$ cat config.mk
export PLATFORM = sky130hd
export DESIGN_NAME = int64_to_decimal_text_flat
export DESIGN_NICKNAME = d
export VERILOG_FILES = /design/src/rtl/i64dt_pkg.sv /design/src/rtl/i64dt_ifs.sv /design/src/rtl/int64_to_decimal_text.sv /design/src/rtl/i64dt_bcd.sv /design/src/rtl/i64dt_emit.sv /design/src/flat_wrapper.sv
export VERILOG_INCLUDE_DIRS = /design/src /design/src/rtl
export SDC_FILE = /design/constraint.sdc
export NUM_CORES = 1
export LEC_CHECK = 0
export ABC_AREA = 1
export BUFFER_PORTS_ARGS = -buffer_cell sky130_fd_sc_hd__buf_4
export CORE_UTILIZATION = 30
export CTS_CLUSTER_SIZE = 14
export DETAILED_ROUTE_END_ITERATION = 7
export GPL_TIMING_DRIVEN = 0
export HOLD_SLACK_MARGIN = 0.12
export SLEW_MARGIN = 15
export SYNTH_ARGS = -nofsm -noshare
export SYNTH_HDL_FRONTEND = slang
export SYNTH_SLANG_ARGS = --single-unit
$ cat constraint.sdc
create_clock -name i_clk -period 4.42 [get_ports i_clk]
set_clock_uncertainty 0.05 [all_clocks]
set_input_delay 0.884 -clock i_clk [delete_from_list [all_inputs] [get_ports i_clk]]
set_output_delay 0.884 -clock i_clk [all_outputs]
set_load 0.01 [all_outputs]
$ cat src/rtl/int64_to_decimal_text_macros.svh
// Assertion macros for the int64_to_decimal_text block.
// Used by the top level; expects i_clk and i_rst_n in scope.
`ifndef INT64_TO_DECIMAL_TEXT_MACROS_SVH
`define INT64_TO_DECIMAL_TEXT_MACROS_SVH

// same-cycle implication, disabled while in reset
`define I64DT_ASSERT_NOW(label, ante, cons, msg) \
    label: assert property (@(posedge i_clk) disable iff (!i_rst_n) (ante) |-> (cons)) \
        else $error(msg);

// next-cycle implication, disabled while in reset
`define I64DT_ASSERT_NEXT(label, ante, cons, msg) \
    label: assert property (@(posedge i_clk) disable iff (!i_rst_n) (ante) |=> (cons)) \
        else $error(msg);

`endif

$ cat src/rtl/i64dt_pkg.sv
// Shared constants and types for the int64_to_decimal_text block.
// No dependencies.
`default_nettype none
package i64dt_pkg;
    localparam int NUM_W  = 64;
    localparam int CAP_W  = 7;
    localparam int CHAR_W = 8;
    localparam int LEN_W  = 5;
    localparam int NDIG   = 20;
    localparam int BCD_W  = NDIG * 4;
    localparam int CNT_W  = 6;

    localparam logic [CAP_W-1:0]  CAP_RESET  = 7'd32;
    localparam logic [CHAR_W-1:0] CHAR_ZERO  = 8'h30;
    localparam logic [CHAR_W-1:0] CHAR_MINUS = 8'h2D;
    localparam logic [CHAR_W-1:0] CHAR_NONE  = 8'h00;
    localparam logic [LEN_W-1:0]  NDIG_FULL  = 5'd20;

    typedef struct packed {
        logic busy;
        logic done;
    } t_bcd_stat;

    typedef struct packed {
        logic busy;
        logic fail;
    } t_emit_stat;

    typedef enum logic [3:0] {
        S_IDLE = 4'b0001,
        S_TRIM = 4'b0010,
        S_EMIT = 4'b0100,
        S_FAIL = 4'b1000
    } t_emit_state;
endpackage
`default_nettype wire

$ cat src/rtl/i64dt_ifs.sv
// Valid/ready channel interfaces for number requests and text results.
// Depends on i64dt_pkg.
`default_nettype none
interface i64dt_num_if;
    logic                                valid;
    logic                                ready;
    logic signed [i64dt_pkg::NUM_W-1:0] number_in;

    modport source (output valid, output number_in, input ready);
    modport sink   (input valid, input number_in, output ready);
endinterface

interface i64dt_text_if;
    logic                          valid;
    logic                          ready;
    logic [i64dt_pkg::CHAR_W-1:0]  text_char;
    logic                          is_last;
    logic                          conv_ok;
    logic [i64dt_pkg::LEN_W-1:0]   text_length;

    modport source (output valid, output text_char, output is_last, output conv_ok,
                    output text_length, input ready);
    modport sink   (input valid, input text_char, input is_last, input conv_ok,
                    input text_length, output ready);
endinterface
`default_nettype wire

$ cat src/rtl/int64_to_decimal_text.sv
// Top level: signed 64-bit integer to decimal ASCII text, one character per o_text transfer.
// Depends on i64dt_pkg, i64dt_ifs, i64dt_bcd, i64dt_emit and the macros header.
//
//  channel   dir   payload                                        handshake
//  i_num     in    number_in[63:0] signed                         valid/ready
//  o_text    out   text_char[7:0], is_last, conv_ok, text_length  valid/ready
//  cfg       in    i_cfg_wr_data[6:0] buffer_capacity             i_cfg_wr_en
//
// One number at a time: bit-serial BCD conversion of the magnitude, then up to 19
// leading zero digits are dropped, then one character per cycle while o_text is taken.
// A number whose text is not shorter than buffer_capacity is refused with a single
// failure item (is_last set, conv_ok clear).
// Synchronous active-low reset clears control and sets buffer_capacity to 32.
// A stalled output holds; i_num stays not ready until the last character goes.
`default_nettype none
`include "int64_to_decimal_text_macros.svh"
module int64_to_decimal_text (
    input  wire logic                          i_clk,
    input  wire logic                          i_rst_n,
    input  wire logic                          i_cfg_wr_en,
    input  wire logic [i64dt_pkg::CAP_W-1:0]   i_cfg_wr_data,
    i64dt_num_if.sink                          i_num,
    i64dt_text_if.source                       o_text
);
    logic [i64dt_pkg::CAP_W-1:0] r_cap;
    logic                        r_neg;
    logic                        take;
    logic [i64dt_pkg::NUM_W-1:0] mag;
    logic [i64dt_pkg::BCD_W-1:0] bcd;
    i64dt_pkg::t_bcd_stat        bcd_stat;
    i64dt_pkg::t_emit_stat       emit_stat;

    always_ff @(posedge i_clk) begin
        if (!i_rst_n) begin
            r_cap <= i64dt_pkg::CAP_RESET;
        end else if (i_cfg_wr_en) begin
            r_cap <= i_cfg_wr_data;
        end
    end

    assign i_num.ready = !bcd_stat.busy && !bcd_stat.done && !emit_stat.busy;
    assign take        = i_num.valid && i_num.ready;
    assign mag         = i_num.number_in[i64dt_pkg::NUM_W-1] ?
                         (~i_num.number_in + 1'b1) : i_num.number_in;

    always_ff @(posedge i_clk) begin
        if (take) r_neg <= i_num.number_in[i64dt_pkg::NUM_W-1];
    end

    i64dt_bcd u_bcd (
        .i_clk   (i_clk),
        .i_rst_n (i_rst_n),
        .i_start (take),
        .i_mag   (mag),
        .o_stat  (bcd_stat),
        .o_bcd   (bcd)
    );

    i64dt_emit u_emit (
        .i_clk   (i_clk),
        .i_rst_n (i_rst_n),
        .i_load  (bcd_stat.done),
        .i_neg   (r_neg),
        .i_bcd   (bcd),
        .i_cap   (r_cap),
        .o_stat  (emit_stat),
        .o_text  (o_text)
    );

    `I64DT_ASSERT_NEXT(a_take_starts, take, bcd_stat.busy, "request did not start conversion")
    `I64DT_ASSERT_NOW(a_no_overlap, o_text.valid, !i_num.ready, "input ready while text pending")
    `I64DT_ASSERT_NOW(a_fail_last, o_text.valid && emit_stat.fail,
        o_text.is_last && !o_text.conv_ok, "failure result malformed")
    `I64DT_ASSERT_NOW(a_len_fits, o_text.valid && o_text.conv_ok,
        (o_text.text_length != 5'd0) && ({2'b00, o_text.text_length} < r_cap),
        "text length outside buffer")
endmodule
`default_nettype wire

$ cat src/rtl/i64dt_bcd.sv
// Bit-serial binary to BCD converter (shift and add-3), one bit per cycle.
// Depends on i64dt_pkg.
`default_nettype none
module i64dt_bcd (
    input  wire logic                          i_clk,
    input  wire logic                          i_rst_n,
    input  wire logic                          i_start,
    input  wire logic [i64dt_pkg::NUM_W-1:0]   i_mag,
    output i64dt_pkg::t_bcd_stat               o_stat,
    output logic [i64dt_pkg::BCD_W-1:0]        o_bcd
);
    logic [i64dt_pkg::NUM_W-1:0] r_bin;
    logic [i64dt_pkg::BCD_W-1:0] r_bcd, n_bcd;
    logic [i64dt_pkg::CNT_W-1:0] r_cnt;
    logic                        r_busy, r_done;
    logic [i64dt_pkg::BCD_W-1:0] adj;

    always_comb begin
        for (int d = 0; d < i64dt_pkg::NDIG; d++) begin
            if (r_bcd[d*4 +: 4] >= 4'd5) begin
                adj[d*4 +: 4] = r_bcd[d*4 +: 4] + 4'd3;
            end else begin
                adj[d*4 +: 4] = r_bcd[d*4 +: 4];
            end
        end
        n_bcd = {adj[i64dt_pkg::BCD_W-2:0], r_bin[i64dt_pkg::NUM_W-1]};
    end

    always_ff @(posedge i_clk) begin
        if (!i_rst_n) begin
            r_busy <= 1'b0;
            r_done <= 1'b0;
            r_cnt  <= '0;
        end else begin
            r_done <= 1'b0;
            if (i_start) begin
                r_busy <= 1'b1;
                r_cnt  <= '0;
            end else if (r_busy) begin
                r_cnt <= r_cnt + 1'b1;
                if (&r_cnt) begin
                    r_busy <= 1'b0;
                    r_done <= 1'b1;
                end
            end
        end
    end

    always_ff @(posedge i_clk) begin
        if (i_start) begin
            r_bin <= i_mag;
            r_bcd <= '0;
        end else if (r_busy) begin
            r_bin <= {r_bin[i64dt_pkg::NUM_W-2:0], 1'b0};
            r_bcd <= n_bcd;
        end
    end

    assign o_stat.busy = r_busy;
    assign o_stat.done = r_done;
    assign o_bcd       = r_bcd;
endmodule
`default_nettype wire

$ cat src/rtl/i64dt_emit.sv
// Text sequencer: drop leading zero digits, check the length, send characters or a failure item.
// Depends on i64dt_pkg and i64dt_text_if.
`default_nettype none
module i64dt_emit (
    input  wire logic                          i_clk,
    input  wire logic                          i_rst_n,
    input  wire logic                          i_load,
    input  wire logic                          i_neg,
    input  wire logic [i64dt_pkg::BCD_W-1:0]   i_bcd,
    input  wire logic [i64dt_pkg::CAP_W-1:0]   i_cap,
    output i64dt_pkg::t_emit_stat              o_stat,
    i64dt_text_if.source                       o_text
);
    i64dt_pkg::t_emit_state      r_state;
    logic [i64dt_pkg::BCD_W-1:0] r_digits;
    logic [i64dt_pkg::LEN_W-1:0] r_ndig, r_len, r_left;
    logic                        r_neg, r_sign;
    logic [i64dt_pkg::LEN_W-1:0] len;
    logic                        top_zero, send;

    assign top_zero = (r_digits[i64dt_pkg::BCD_W-1 -: 4] == 4'd0);
    assign len      = r_ndig + {{(i64dt_pkg::LEN_W-1){1'b0}}, r_neg};
    assign send     = o_text.valid && o_text.ready;

    always_ff @(posedge i_clk) begin
        if (!i_rst_n) begin
            r_state <= i64dt_pkg::S_IDLE;
        end else begin
            case (r_state)
                i64dt_pkg::S_IDLE: begin
                    if (i_load) r_state <= i64dt_pkg::S_TRIM;
                end
                i64dt_pkg::S_TRIM: begin
                    if (!(top_zero && r_ndig > 5'd1)) begin
                        if ({2'b00, len} >= i_cap) r_state <= i64dt_pkg::S_FAIL;
                        else                       r_state <= i64dt_pkg::S_EMIT;
                    end
                end
                i64dt_pkg::S_EMIT: begin
                    if (send && r_left == 5'd1) r_state <= i64dt_pkg::S_IDLE;
                end
                i64dt_pkg::S_FAIL: begin
                    if (send) r_state <= i64dt_pkg::S_IDLE;
                end
                default: r_state <= i64dt_pkg::S_IDLE;
            endcase
        end
    end

    always_ff @(posedge i_clk) begin
        case (r_state)
            i64dt_pkg::S_IDLE: begin
                if (i_load) begin
                    r_digits <= i_bcd;
                    r_neg    <= i_neg;
                    r_ndig   <= i64dt_pkg::NDIG_FULL;
                end
            end
            i64dt_pkg::S_TRIM: begin
                if (top_zero && r_ndig > 5'd1) begin
                    r_digits <= {r_digits[i64dt_pkg::BCD_W-5:0], 4'd0};
                    r_ndig   <= r_ndig - 1'b1;
                end else begin
                    r_len  <= len;
                    r_left <= len;
                    r_sign <= r_neg;
                end
            end
            i64dt_pkg::S_EMIT: begin
                if (send) begin
                    r_left <= r_left - 1'b1;
                    if (r_sign) r_sign <= 1'b0;
                    else        r_digits <= {r_digits[i64dt_pkg::BCD_W-5:0], 4'd0};
                end
            end
            default: begin
            end
        endcase
    end

    always_comb begin
        o_text.valid       = 1'b0;
        o_text.text_char   = i64dt_pkg::CHAR_NONE;
        o_text.is_last     = 1'b1;
        o_text.conv_ok     = 1'b0;
        o_text.text_length = '0;
        case (r_state)
            i64dt_pkg::S_EMIT: begin
                o_text.valid       = 1'b1;
                o_text.text_char   = r_sign ? i64dt_pkg::CHAR_MINUS :
                    (i64dt_pkg::CHAR_ZERO | {4'h0, r_digits[i64dt_pkg::BCD_W-1 -: 4]});
                o_text.is_last     = (r_left == 5'd1);
                o_text.conv_ok     = 1'b1;
                o_text.text_length = r_len;
            end
            i64dt_pkg::S_FAIL: begin
                o_text.valid = 1'b1;
            end
            default: begin
            end
        endcase
    end

    assign o_stat.busy = (r_state != i64dt_pkg::S_IDLE);
    assign o_stat.fail = (r_state == i64dt_pkg::S_FAIL);
endmodule
`default_nettype wire
$ cat src/flat_wrapper.sv
// flat-port wrapper written by rule: the top's interface ports become plain ports
module int64_to_decimal_text_flat 
  (i_clk, i_rst_n, i_cfg_wr_en, i_cfg_wr_data, i_num_valid, i_num_number_in, i_num_ready, o_text_valid, o_text_text_char, o_text_is_last, o_text_conv_ok, o_text_text_length, o_text_ready);
  i64dt_num_if i_num_i ();
  i64dt_text_if o_text_i ();
  input  wire logic i_clk;
  input  wire logic i_rst_n;
  input  wire logic i_cfg_wr_en;
  input  wire logic [i64dt_pkg::CAP_W-1:0] i_cfg_wr_data;
  input wire logic [$bits(i_num_i.valid)-1:0] i_num_valid;
  input wire logic [$bits(i_num_i.number_in)-1:0] i_num_number_in;
  output wire logic [$bits(i_num_i.ready)-1:0] i_num_ready;
  output wire logic [$bits(o_text_i.valid)-1:0] o_text_valid;
  output wire logic [$bits(o_text_i.text_char)-1:0] o_text_text_char;
  output wire logic [$bits(o_text_i.is_last)-1:0] o_text_is_last;
  output wire logic [$bits(o_text_i.conv_ok)-1:0] o_text_conv_ok;
  output wire logic [$bits(o_text_i.text_length)-1:0] o_text_text_length;
  input wire logic [$bits(o_text_i.ready)-1:0] o_text_ready;
  assign i_num_i.valid = i_num_valid;
  assign i_num_i.number_in = i_num_number_in;
  assign i_num_ready = i_num_i.ready;
  assign o_text_valid = o_text_i.valid;
  assign o_text_text_char = o_text_i.text_char;
  assign o_text_is_last = o_text_i.is_last;
  assign o_text_conv_ok = o_text_i.conv_ok;
  assign o_text_text_length = o_text_i.text_length;
  assign o_text_i.ready = o_text_ready;
  int64_to_decimal_text u_core (.i_clk(i_clk), .i_rst_n(i_rst_n), .i_cfg_wr_en(i_cfg_wr_en), .i_cfg_wr_data(i_cfg_wr_data), .i_num(i_num_i), .o_text(o_text_i));
endmodule
Yosys cells after proc, flatten, opt, wreduce, memory -nomap -nowiden
Index checks and enable logic that the tools add are counted.
{"block": "op_classes", "eq_ne": 13, "n_bitwise": 4, "n_reduce_logical": 24, "n_lt_le_gt_ge": 22, "mux": 53, "n_addsub": 25}
{"cell": "$mux W80", "count": 4}
{"cell": "$pmux W80 S3", "count": 1}
{"cell": "$mux W64", "count": 3}
{"cell": "$mux W4", "count": 24}
{"cell": "$ge A4 B3 Y1 const B", "count": 20}
{"cell": "$add A4 B2 Y4 const B", "count": 19}
{"cell": "$add A64 B1 Y64 const B", "count": 1}
{"cell": "$not A64 Y64", "count": 1}
{"cell": "$mux W5", "count": 6}
{"cell": "$pmux W5 S2", "count": 2}
{"cell": "$pmux W4 S4", "count": 1}
{"cell": "$ne A2 B2 Y1 const B", "count": 6}
{"cell": "$sub A5 B1 Y5 const B", "count": 2}
{"cell": "$mux W1", "count": 9}
{"cell": "$ge A5 B7 Y1", "count": 1}
{"cell": "$add A6 B1 Y6 const B", "count": 1}
{"cell": "$logic_and A1 B1 Y1", "count": 6}
{"cell": "$mux W6", "count": 1}
{"cell": "$reduce_and A3 Y1", "count": 2}
{"cell": "$reduce_and A6 Y1", "count": 1}
{"cell": "$reduce_bool A2 Y1", "count": 3}
{"cell": "$add A5 B1 Y5", "count": 1}
{"cell": "$eq A5 B1 Y1 const B", "count": 1}
{"cell": "$gt A5 B1 Y1 const B", "count": 1}
{"cell": "18 further kinds", "count": 24}
{"block": "totals", "elab_cells": 155, "output_inout_bits": 17, "regBits": 261, "input_bits": 76}

Logic depth before layout (Yosys ltp)
Gate-level depths: netlist of run 1.
{"block": "logic_depth", "ltp_word": 7, "ltp_mapped": 13, "depth_no_buf": 13}

Hierarchy
A second synthesis of run 1 with hierarchy kept.
{"block": "hier_totals", "hier_cells": 1853, "area_unflattened_um2": 14920.6}
{"mod": "i64dt_bcd", "cells_per_inst": 990, "seq_area_each_um2": 3683.5, "n_inst": 1, "area_each_um2": 7531.0}
{"mod": "i64dt_emit", "cells_per_inst": 354, "seq_area_each_um2": 2992.9, "n_inst": 1, "area_each_um2": 4795.8}
{"mod": "int64_to_decimal_text", "cells_per_inst": 509, "seq_area_each_um2": 170.2, "n_inst": 1, "area_each_um2": 2593.7}

Worst setup path after synthesis of run 1
No wires, ideal clock.
{"block": "synth_timing", "path_kind": "reg-to-reg", "startpoint": "register u_core.u_emit.r_ndig[0] (netlist bit)", "endpoint": "register u_core.u_emit.r_digits[0] (netlist bit) (enable)", "period_less_slack_ns": 3.547, "path_buffers": 0, "arrival_ns": 3.056, "setup_ns": 0.440, "required_ns": 3.930, "path_slack_ns": 0.873, "path_stages_with_launch": 9, "cell_sequence": "edfxtp_1 > ha_1 > nand2_1 > nand2_1 > a21oi_1 > nand2_1 > o21ai_0 > inv_1 > nand2_1"}
{"block": "synth_between", "elab_chain_len": 4}
{"item": "start: declaration", "line_no": "i64dt_emit.sv:16", "text": "logic [i64dt_pkg::LEN_W-1:0] r_ndig, r_len, r_left;"}
{"item": "start signal: assignment", "line_no": "i64dt_emit.sv:56", "text": "r_ndig <= i64dt_pkg::NDIG_FULL;"}
{"item": "start signal: assignment", "line_no": "i64dt_emit.sv:62", "text": "r_ndig <= r_ndig - 1'b1;"}
{"item": "$gt A5 B1 Y1", "line_no": "i64dt_emit.sv:60", "text": "if (top_zero && r_ndig > 5'd1) begin"}
{"item": "$logic_and A1 B1 Y1", "line_no": "i64dt_emit.sv:60"}
{"item": "$ne A2 B2 Y1 (no line)"}
{"item": "$reduce_and A5 Y1 (no line)"}
{"item": "end signal: assignment", "line_no": "i64dt_emit.sv:54", "text": "r_digits <= i_bcd;"}
{"item": "end signal: assignment", "line_no": "i64dt_emit.sv:61", "text": "r_digits <= {r_digits[i64dt_pkg::BCD_W-5:0], 4'd0};"}
{"item": "end signal: assignment", "line_no": "i64dt_emit.sv:73", "text": "else r_digits <= {r_digits[i64dt_pkg::BCD_W-5:0], 4'd0};"}
{"item": "end: declaration", "line_no": "i64dt_emit.sv:15", "text": "logic [i64dt_pkg::BCD_W-1:0] r_digits;"}
Every way passes these cells.
A chain may end at the register's enable or synchronous reset.

Worst setup path after layout of run 1
{"block": "layout_timing", "startpoint": "register u_core.u_emit.r_state[2]", "endpoint": "register u_core.u_emit.r_digits[31] (netlist bit) (enable)"}
{"block": "layout_between", "elab_chain_len": 6, "word_cells_on_any_way": 13, "classes_between": "8 x eq/ne; 1 x mux; 4 x reduce/logical"}
{"item": "start: declaration", "line_no": "i64dt_emit.sv:14", "text": "i64dt_pkg::t_emit_state r_state;"}
{"item": "start signal: assignment", "line_no": "i64dt_emit.sv:27", "text": "r_state <= i64dt_pkg::S_IDLE;"}
{"item": "start signal: assignment", "line_no": "i64dt_emit.sv:31", "text": "if (i_load) r_state <= i64dt_pkg::S_TRIM;"}
{"item": "start signal: assignment", "line_no": "i64dt_emit.sv:35", "text": "if ({2'b00, len} >= i_cap) r_state <= i64dt_pkg::S_FAIL;"}
{"item": "$eq A4 B3 Y1 / $eq A4 B4 Y1 (equally long branches)", "line_no": "i64dt_emit.sv:51, i64dt_emit.sv:87"}
{"item": "$reduce_or A2 Y1 (no line)"}
{"item": "$mux W1", "line_no": "i64dt_emit.sv:87", "text": "case (r_state)"}
{"item": "$logic_and A1 B1 Y1", "line_no": "i64dt_emit.sv:23", "text": "assign send = o_text.valid && o_text.ready;"}
{"item": "$ne A2 B2 Y1 (no line)"}
{"item": "$reduce_and A5 Y1 (no line) *"}
Mark *: on every way between the ends. The rest lies on a longest branch, timed or not.

==> results of run 1 <==
path summary, 6_finish.rpt:
kind                                          startpoint                    endpoint  slack [ps]
worst max-delay path            u_core.u_emit.r_state[2]  u_core.u_emit.r_digits[31]        1340
worst min-delay path                        u_core.r_neg         u_core.u_emit.r_neg         370
worst max register to register  u_core.u_emit.r_state[2]  u_core.u_emit.r_digits[31]        1340
worst min register to register              u_core.r_neg         u_core.u_emit.r_neg         370
synth_stat cells, types with 22 or more instances:
cell / number / area share, %
clkbuf_1: 22 / 0.58
nand2_1: 432 / 11
o21ai_1: 39 / 1.4
ha_1: 53 / 4.6
nand3_1: 81 / 2.8
nand4_1: 25 / 1.1
xor2_1: 54 / 3.3
a21oi_1: 78 / 2.7
dfxtp_1: 99 / 14
inv_1: 191 / 5.0
nor2_1: 174 / 4.6
edfxtp_1: 162 / 34
o21ai_0: 228 / 8.0
sequential cells by signal, summed over array words and instances (netlist names), 4 cells and up:
name / cells
u_core.u_bcd.o_bcd: 80
u_core.u_emit.r_len: 5
u_core.u_bcd.r_bin: 64
u_core.u_emit.r_digits: 80
u_core.u_bcd.r_cnt: 6
u_core.u_emit.r_state: 4
u_core.u_emit.r_left: 5
u_core.r_cap: 7
u_core.u_emit.r_ndig: 5
routing by layer:
layer / GRT usage, % / vias up / wire length [um]
met2: 27.2 / 303 / 18100
met5: 0 / - / 0
li1: - / 6099 / -
met4: 3.95 / 0 / 809
met3: 2.17 / 48 / 1810
met1: 21.7 / 5708 / 18100
area by class of cell:
class / instances / area [sq um]
Tap cell: 607 / 759
Multi-Input combinational cell: 1244 / 6320
Clock buffer: 43 / 882
Clock inverter: 10 / 106
Fill cell: 4852 / 30000
Inverter: 196 / 737
Timing Repair Buffer: 91 / 696
Sequential cell: 261 / 6850
Buffer: 66 / 420
logic make-up after synthesis:
| family | count (synthesis) | share of synthesized area [%] |
|---|---|---|
| XOR/XNOR | 68 | 4.16 |
| AO/OA/AOI/OAI | 374 | 13.6 |
| other | 1 | 0.0262 |
| adder cells (fa/ha/maj) | 53 | 4.63 |
| buffers and inverters | 262 | 8.09 |
| flip-flops | 261 | 47.8 |
| AND/OR/NAND/NOR | 747 | 21.6 |
critical path, cell delays in order (launching register included):
cell and delay, ps:
dfxtp_1 340, nor2_1 100, inv_1 100, nor3_4 170, inv_1 80, o21ai_0 770
inv_1 280, nand2_4 540, buf_12 300
per-stage QoR:
step / total power [mW] / hold WS, ps / instances / utilization, %
2_1_floorplan: 5.57 / 350 / 1767 / -
3_3_place_gp: 6.40 / 359 / 2464 / 33.7
3_5_place_dp: 6.50 / 358 / 2465 / 33.7
4_1_cts: 8.99 / 372 / 2518 / 35.9
5_1_grt: 9.52 / 404 / 2518 / 35.9
6_report: 8.93 / 372 / 2518 / 35.9
report_power, final:
part / leakage [nW] / switching [mW] / internal [mW] / total (mW)
registers: 2.34 / 0.302 / 3.43 / 3.73
clock network: 0.481 / 0.974 / 1.49 / 2.47
logic: 4.09 / 1.82 / 0.906 / 2.73
total: 6.91 / 3.10 / 5.83 / 8.93
==> metrics.md, run 1 <==
| Metric | Value |
|---|---|
| Total routed wirelength | 38.9 mm |
| Final period util | 69.6% |
| Post-CTS setup buffers | 0 |
| RSZ-0062 raised after global routing | no |
| Post-route cell area | 0.0168 sq mm |
| Setup Viol. Count Final | 0 |
| Hold depth | 0 |
| Fin. max-slew vios | 0 |
| TritonCTS Buffers | 29 |
| Status | complete, but fails checks |
| Post_cts resized | 0 |
| Layout cells sized above 1 | 10.7% |
| Most common cell after layout, fill and taps aside | nand2_1 |
| Iter 0 DRT Violations | 797 |
| Diode count | 0 |
| Largest net degree at the start of global routing | 74 |
| TritonCTS clock tree | yes |
| Post-DRT Antenna Nets | 0 |
| Die width | 220 um |
| First-pass GRT wire length | 61.8 mm |
| Die Area | 0.0486 sq mm |
| Row count | 79 |
| Vias per Instance | 4.83 |
| Hold Buf Count CTS | 0 |
| Post-synth EDFFs | 162 |
| Nets | 2018 |
| Number of global-route vias before repair | 11700 |
| Clock root buffer | clkbuf_16 |
| CTS sink cnt | 261 |
| Clock Path Buffers | 3 |
| Slew headroom | 32.9% |
| Synth cell types | 43 |
| R2R cell count | 8 |
| #FFs+latches synth | 261 |
| Fin crit period | 3080 ps |
| Critical path required time | 4600 ps |
| Area growth syn-to-layout | 17.2% |
| Hold Path Class | reg2reg |
| P per Cell Area | 533 mW/mm^2 |
| Initial Util | 30.6% |
| Placed inst area | 0.0158 sq mm |
| Critical path type | reg2reg |
| Worst-Margin Slew | 1010 ps |
| DRC errors left | 1 |
| Sequential cell area fraction in the yosys report | 47.8% |
| Mapped cell area | 0.0143 sq mm |
| I/O Buffers | 90 |
| Crit path launch type | register |
| Synth warn | 0 |
| Dpl ws | 1330 ps |
| Io pins | 93 |
| Crit Path Max Fanout | 43 |
| Max Cap Viol | 0 |
| DRT Pass-1 Iters | 7 |
| Synth Instances | 1766 |
| All-Layer GR Usage | 16.1% |
| Synth async-reset ratio | 0% |
| Clk Latency, worst-skew pair | 540 ps |
| Detailed Place HPWL | 28.8 mm |
| Die Ht | 220 um |
| Avg Cell Area, Syn | 8.10 sq um |
| Most frequent cells in the layout | 431 x nand2_1, 228 x o21ai_0, 191 x inv_1 |
| Primary FF master, synth | edfxtp_1 |
| Max IR drop VDD | 0.000314 V |
| Core area | 0.0468 sq mm |
| Setup ws final | 1340 ps |
| Crit end category | register |
| Setup Total Neg Slack | 0 ps |
| Gp weighted congestion | 0.902 |
| Fmax achieved | 325 MHz |
| Vias | 12200 |
| Hold Fails Final Rpt | 0 |
| Initial antenna violation count | 0 |
| Failing checks | design-rule violations |
| Pleak | 6.91 nW |
| Clock slew at reported path FFs | 60 ps |
| Arr. time, crit path | 3260 ps |
| H-Tree Depth | 1 |
| Routed len/inst | 15.4 um |
| Global route overflow | 0 |
(Power assumes the default switching activity.)
==> run 2: changes to the inputs <==
Settings changed: ABC_AREA 1 to 0.
Clock period 4.42 ns to 3 ns, I/O delays scaled along.
==> metrics.md, run 2 <==
| Metric | Value |
|---|---|
| Status | complete, no violations (was complete, but fails checks) |
| Setup Viol. Count Final | 0 (unchanged) |
| I/O Buffers | 89 (was 90) |
| TritonCTS Buffers | 29 (unchanged) |
| Crit path launch type | input pin (was register) |
| Slew headroom | 37.2% (was 32.9%) |
| Pleak | 5.93 nW (was 6.91 nW) |
| Global route overflow | 0 (unchanged) |
| Crit end category | register (unchanged) |
| Avg Cell Area, Syn | 10.2 sq um (was 8.10 sq um) |
| Fmax achieved | 340 MHz |
| H-Tree Depth | 1 (unchanged) |
| Area growth syn-to-layout | 19.6% (was 17.2%) |
| Initial antenna violation count | 0 (unchanged) |
| Critical path required time | 3350 ps (was 4600 ps) |
| Arr. time, crit path | 3290 ps (was 3260 ps) |
| RSZ-0062 raised after global routing | no (unchanged) |
| Fin Hold WS | 219 ps (was 372 ps) |
| Most common cell after layout, fill and taps aside | nand2_1 (unchanged) |
| Register area | 0.00685 sq mm (about the same) |
| CP Launch Point | i_num_number_in[16] (was u_core.u_emit.r_state[2]) |
| Core area | 0.0444 sq mm (was 0.0468 sq mm) |
| Final period util | 98.1% |
| Die Ht | 215 um (was 220 um) |
| First-pass GRT wire length | 52.0 mm (was 61.8 mm) |
| Number of fill cells | 4370 (was 4852) |
| Hold Path Class | in2reg (was reg2reg) |
| Clk Latency, worst-skew pair | 560 ps (was 540 ps) |
| Initial Util | 30.5% (was 30.6%) |
| CTS sink cnt | 261 (unchanged) |
| Fin crit period | 2940 ps |
| Critical path type | in2reg (was reg2reg) |
| Detailed Place HPWL | 22.1 mm (was 28.8 mm) |
| Worst-Margin Slew | 942 ps (was 1010 ps) |
| All-Layer GR Usage | 13.9% (was 16.1%) |
| HP Start | i_cfg_wr_data[5] (was u_core.r_neg) |
| Sequential cell area fraction in the yosys report | 50.5% (was 47.8%) |
| Synth warn | 0 (unchanged) |
| Clock slew at reported path FFs | 60 ps (about the same) |
| Total routed wirelength | 32.7 mm (was 38.9 mm) |
| P per Cell Area | 502 mW/mm^2 (was 533 mW/mm^2) |
| TritonCTS clock tree | yes (unchanged) |
| Primary FF master, synth | edfxtp_1 (unchanged) |
| Synth cell types | 50 (was 43) |
| Hold Fails Final Rpt | 0 (unchanged) |
| #FFs+latches synth | 261 (unchanged) |
| CP Cell Sequence | buf_4, or4_4, or4_4, or4_4, buf_6, or3_1, or4_4, o21ai_1 (was nor2_1, inv_1, nor3_4, inv_1, o21ai_0, inv_1, nand2_4, buf_12) |
| DRC errors left | 0 (was 1) |
| Fin. max-slew vios | 0 (unchanged) |
| Clock Path Buffers | 3 (unchanged) |
| Delay-heaviest family, CP | simple AND/OR/NAND/NOR gates (unchanged) |
| Most frequent cells in the layout | 183 x nand2_1, 162 x edfxtp_1, 154 x o21ai_0 (was 431 x nand2_1, 228 x o21ai_0, 191 x inv_1) |
| Mapped cell area | 0.0136 sq mm (was 0.0143 sq mm) |
| Die Area | 0.0460 sq mm (was 0.0486 sq mm) |
| Vias per Instance | 4.82 (was 4.83) |
| Top post-synthesis cells by count | 184 x nand2_1, 162 x edfxtp_1, 156 x o21ai_0 (was 432 x nand2_1, 228 x o21ai_0, 191 x inv_1) |
| Largest net degree at the start of global routing | 42 (was 74) |
| Post-synth EDFFs | 162 (unchanged) |
| Max IR drop VDD | 0.000355 V (was 0.000314 V) |
| Synth Instances | 1331 (was 1766) |
| Clock root buffer | clkbuf_16 (unchanged) |
| Multi-input logic area | 0.00647 sq mm (was 0.00632 sq mm) |
| Area leader, netlist | edfxtp_1 (unchanged) |
| Slowest CP cell | or4_4 (was o21ai_0) |
| Buf+Inv Stages, Crit Path | 2 (was 4) |
| Synth async-reset ratio | 0% (unchanged) |
| Yosys top cell area share | 35.9% (was 34.0%) |
| Reg2reg start | u_core.u_emit.r_state[3] (was u_core.u_emit.r_state[2]) |
| Iter 0 DRT Violations | 689 (was 797) |
| CP max stage delay | 540 ps (was 770 ps) |
| DRT Pass-1 Iters | 5 (was 7) |
| Layout cells sized above 1 | 18.4% (was 10.7%) |
| Gp weighted congestion | 0.844 (was 0.902) |
| Largest cells by area after synthesis | edfxtp_1 36%, dfxtp_1 15%, mux2_2 6.3%, o21ai_0 5.8%, xor2_1 5.2% (was edfxtp_1 34%, dfxtp_1 14%, nand2_1 11%, o21ai_0 8.0%, inv_1 5.0%) |
| Post-DRT Antenna Nets | 0 (unchanged) |
| Critical Path Most Common Cell | or4_4 (was inv_1) |
| Io pins | 93 (unchanged) |
| Die width | 215 um (was 220 um) |
| Number of global-route vias before repair | 9887 (was 11700) |
| Row count | 77 (was 79) |
| Setup Total Neg Slack | 0 ps (unchanged) |
| Nets | 1588 (was 2018) |
| Routed len/inst | 15.7 um (was 15.4 um) |
| Vias | 10000 (was 12200) |
| Crit Path Max Fanout | 9 (was 43) |
| Count leader, synth | nand2_1 (unchanged) |
| Max Cap Viol | 0 (unchanged) |
| Tot Pwr | 8.13 mW (was 8.93 mW) |
==> run 2: path summary, 6_finish.rpt <==
kind | to | slack (ps) | cells past startpoint
worst min-delay path | u_core.r_cap[5] | 220 | 3
worst min register to register | u_core.r_cap[5] | 430 | 2
worst max-delay path | u_core.u_bcd.r_bin[63] | 60 | 8
worst max register to register | u_core.u_bcd.r_bin[21] | 220 | 8
==> run 2: area by class of cell <==
cell class | count | share of cell area, %
Clock buffer | 44 | 5.13
Inverter | 54 | 1.26
Multi-Input combinational cell | 950 | 39.9
Tap cell | 592 | 4.57
Buffer | 70 | 2.03
Clock inverter | 9 | 0.455
Antenna cell | 1 | 0.0154
Timing Repair Buffer | 93 | 4.38
Sequential cell | 261 | 42.2
==> run 2: repair_timing <==
item                                    4_1_cts  5_1_grt
pin swaps                                     2        1
hold buffers                                  0        0
gates resized for setup                      26       19
hold endpoints to repair                      0        0
endpoints found under the setup margin      294      167
gates cloned                                  2        2
buffers inserted                              2        1
==> run 2: tightest hold or removal path: cells and delay by family <==
kind                   cells  cell delay [ps]
buffers and inverters      1               80
multiplexers               1               60
AND/OR/NAND/NOR            1               60
==> run 2: stage by stage <==
| step | instance area, sq um | setup slack (ps) | cells | util [%] |
|---|---|---|---|---|
| after floorplan | 13700 | -212 | 1332 | - |
| after global placement | 15100 | -1220 | 2013 | 33.9 |
| after detailed placement | 15100 | -1030 | 2014 | 34.0 |
| after CTS | 16100 | 9.68 | 2071 | 36.3 |
| after global routing | 16200 | 6.39 | 2073 | 36.5 |
| final | 16200 | 57.1 | 2074 | 36.5 |
==> run 2: kinds of logic after synthesis <==
family	count (synthesis)	synth area share (%)
and+or+nand+nor	392	13.3
muxes	106	8.53
xor gates and xnor gates	114	7.37
adders and majority gates	53	4.89
DFF	261	50.5
buffers and inverters	125	3.62
AOI/OAI and AO/OA	279	11.8
other	1	0.0277
==> run 2: routing by layer <==
layer | vias to the layer above | track usage [%] | wire, um
met5 | - | 0 | 0
met4 | 0 | 3.76 | 668
met3 | 46 | 2.30 | 1640
met2 | 232 | 22.5 | 15000
met1 | 4751 | 19.0 | 15300
li1 | 4977 | - | -
==> run 2: report_power, final <==
part | switching [mW] | leakage [nW] | internal (mW) | total [mW]
logic | 0.425 | 3.14 | 0.244 | 0.669
clock network | 1.44 | 0.441 | 1.99 | 3.43
registers | 0.0511 | 2.35 | 3.98 | 4.04
==> run 3: changes to the inputs <==
--- a/constraint.sdc
+++ b/constraint.sdc
@@ -3,3 +3,3 @@
 set_input_delay 0.6 -clock i_clk [delete_from_list [all_inputs] [get_ports i_clk]]
 set_output_delay 0.6 -clock i_clk [all_outputs]
-set_load 0.01 [all_outputs]
+set_load 0.02 [all_outputs]
==> metrics.md, run 3 (same netlist as run 2, synthesis figures left out) <==
| Metric | Value |
|---|---|
| Status | complete, no violations (unchanged) |
| Slew headroom | 36.6% (was 37.2%) |
| P per Cell Area | 497 mW/mm^2 (was 502 mW/mm^2) |
| Crit end category | register (unchanged) |
| Die Area | 0.0460 sq mm (unchanged) |
| TritonCTS Buffers | 29 (unchanged) |
| Nets | 1588 (unchanged) |
| RSZ-0062 raised after global routing | yes (was no) |
| Fin. max-slew vios | 0 (unchanged) |
| Row count | 77 (unchanged) |
| Buf+Inv Stages, Crit Path | 4 (was 2) |
| Core area | 0.0444 sq mm (unchanged) |
| Slowest CP cell | or4_4 (unchanged) |
| Max Cap Viol | 0 (unchanged) |
| Arr. time, crit path | 3180 ps (was 3290 ps) |
| Pleak | 5.91 nW (was 5.93 nW) |
| Crit Path Max Fanout | 10 (was 9) |
| Most common cell after layout, fill and taps aside | nand2_1 (unchanged) |
| Area growth syn-to-layout | 19.3% (was 19.6%) |
| I/O Buffers | 89 (unchanged) |
| Routed len/inst | 15.8 um (was 15.7 um) |
| CP max stage delay | 530 ps (was 540 ps) |
| Delay-heaviest family, CP | simple AND/OR/NAND/NOR gates (unchanged) |
| Clock Path Buffers | 3 (unchanged) |
| Diode count | 0 (was 1) |
| Post-DRT Antenna Nets | 0 (unchanged) |
| Critical Path Most Common Cell | buf_4 (was or4_4) |
| Max IR drop VDD | 0.000384 V (was 0.000355 V) |
| Layout cells sized above 1 | 18.2% (was 18.4%) |
| All-Layer GR Usage | 13.8% (was 13.9%) |
| Global route overflow | 0 (unchanged) |
| Hold Fails Final Rpt | 0 (unchanged) |
| DRT Pass-1 Iters | 5 (unchanged) |
| DRC errors left | 0 (unchanged) |
| Most frequent cells in the layout | 183 x nand2_1, 162 x edfxtp_1, 154 x o21ai_0 (unchanged) |
| Critical path type | in2reg (unchanged) |
| Hold Path Class | in2reg (unchanged) |
| Fin util | 36.4% (was 36.5%) |
| H-Tree Depth | 1 (unchanged) |
| Hold Buf Count CTS | 0 (unchanged) |
| Critical path required time | 3240 ps (was 3350 ps) |
| Clock slew at reported path FFs | 60 ps (about the same) |
| Worst-Margin Slew | 951 ps (was 942 ps) |
| Iter 0 DRT Violations | 673 (was 689) |
| Initial Util | 30.5% (unchanged) |
| Final period util | 98.1% (about the same) |
| Detailed Place HPWL | 22.0 mm (was 22.1 mm) |
| TritonCTS clock tree | yes (unchanged) |
| Initial antenna violation count | 0 (unchanged) |
| Crit path launch type | input pin (unchanged) |
| Largest net degree at the start of global routing | 41 (was 42) |
| Vias per Instance | 4.87 (was 4.82) |
| Setup Viol. Count Final | 0 (unchanged) |
| Clk Latency, worst-skew pair | 550 ps (was 560 ps) |
| Io pins | 93 (unchanged) |
| CP Cell Sequence | buf_4, or4_4, or3_1, buf_2, or4_1, clkbuf_8, buf_4, o31ai_1, xor2_1, o21ai_0 (was buf_4, or4_4, or4_4, or4_4, buf_6, or3_1, or4_4, o21ai_1) |
| Total routed wirelength | 32.7 mm (about the same) |
| First-pass GRT wire length | 51.8 mm (was 52.0 mm) |
| Die Ht | 215 um (unchanged) |
| Fin crit period | 2940 ps (about the same) |
| Setup Total Neg Slack | 0 ps (unchanged) |
| Fmax achieved | 340 MHz (about the same) |
| Clock root buffer | clkbuf_16 (unchanged) |
| Vias | 10100 (was 10000) |
| Number of global-route vias before repair | 9798 (was 9887) |
| CTS sink cnt | 261 (unchanged) |
| Die width | 215 um (unchanged) |
| Gp weighted congestion | 0.835 (was 0.844) |
## run 3: layout make-up
type,count,area [sq um]
Clock buffer,38,779
Timing Repair Buffer,93,698
Inverter,54,208
Clock inverter,15,91.3
Fill cell,4401,28200
Multi-Input combinational cell,951,6490
Buffer,69,314
Tap cell,592,741
Sequential cell,261,6850
## run 3: per-stage QoR
stage	instance area, sq um	instances	setup slack [ps]	power, mW	hold WS, ps
2_1_floorplan	13700	1332	-212	4.48	350
3_3_place_gp	15100	2013	-999	4.75	410
4_1_cts	16100	2073	2.00	8.12	201
6_report	16200	2073	57.7	8.04	225
3_5_place_dp	15100	2013	-1100	4.77	413
5_1_grt	16200	2073	-2.49	8.34	208
## run 3: worst paths after layout
kind                                                from                      end  slack (ps)  cells past startpoint
worst min-delay path                 i_num_number_in[63]             u_core.r_neg         230                      1
worst max register to register  u_core.u_emit.r_state[3]  u_core.u_emit.r_left[1]         200                      8
worst max-delay path                 i_num_number_in[10]   u_core.u_bcd.r_bin[30]          60                     10
worst min register to register           u_core.r_cap[5]          u_core.r_cap[5]         430                      2
## run 3: what timing repair did
item	CTS	global route
pin swaps	3	1
gates resized for setup	29	14
setup buffers	4	0
setup endpoints to repair	320	183
endpoints found under the hold margin	0	0
cloned	4	1
## run 3: metal layers
metal	vias to the layer above	routed length, um	track usage [%]
met5	-	0	0
met4	0	679	3.60
met3	47	1850	2.57
met2	244	14600	22.3
met1	4843	15500	19.0
li1	4967	-	-
## run 3: report_power, final
| part | total (mW) | internal, mW | switching [mW] |
|---|---|---|---|
| combinational | 0.679 | 0.245 | 0.434 |
| sequential | 4.04 | 3.98 | 0.0514 |
| clock | 3.32 | 1.90 | 1.42 |
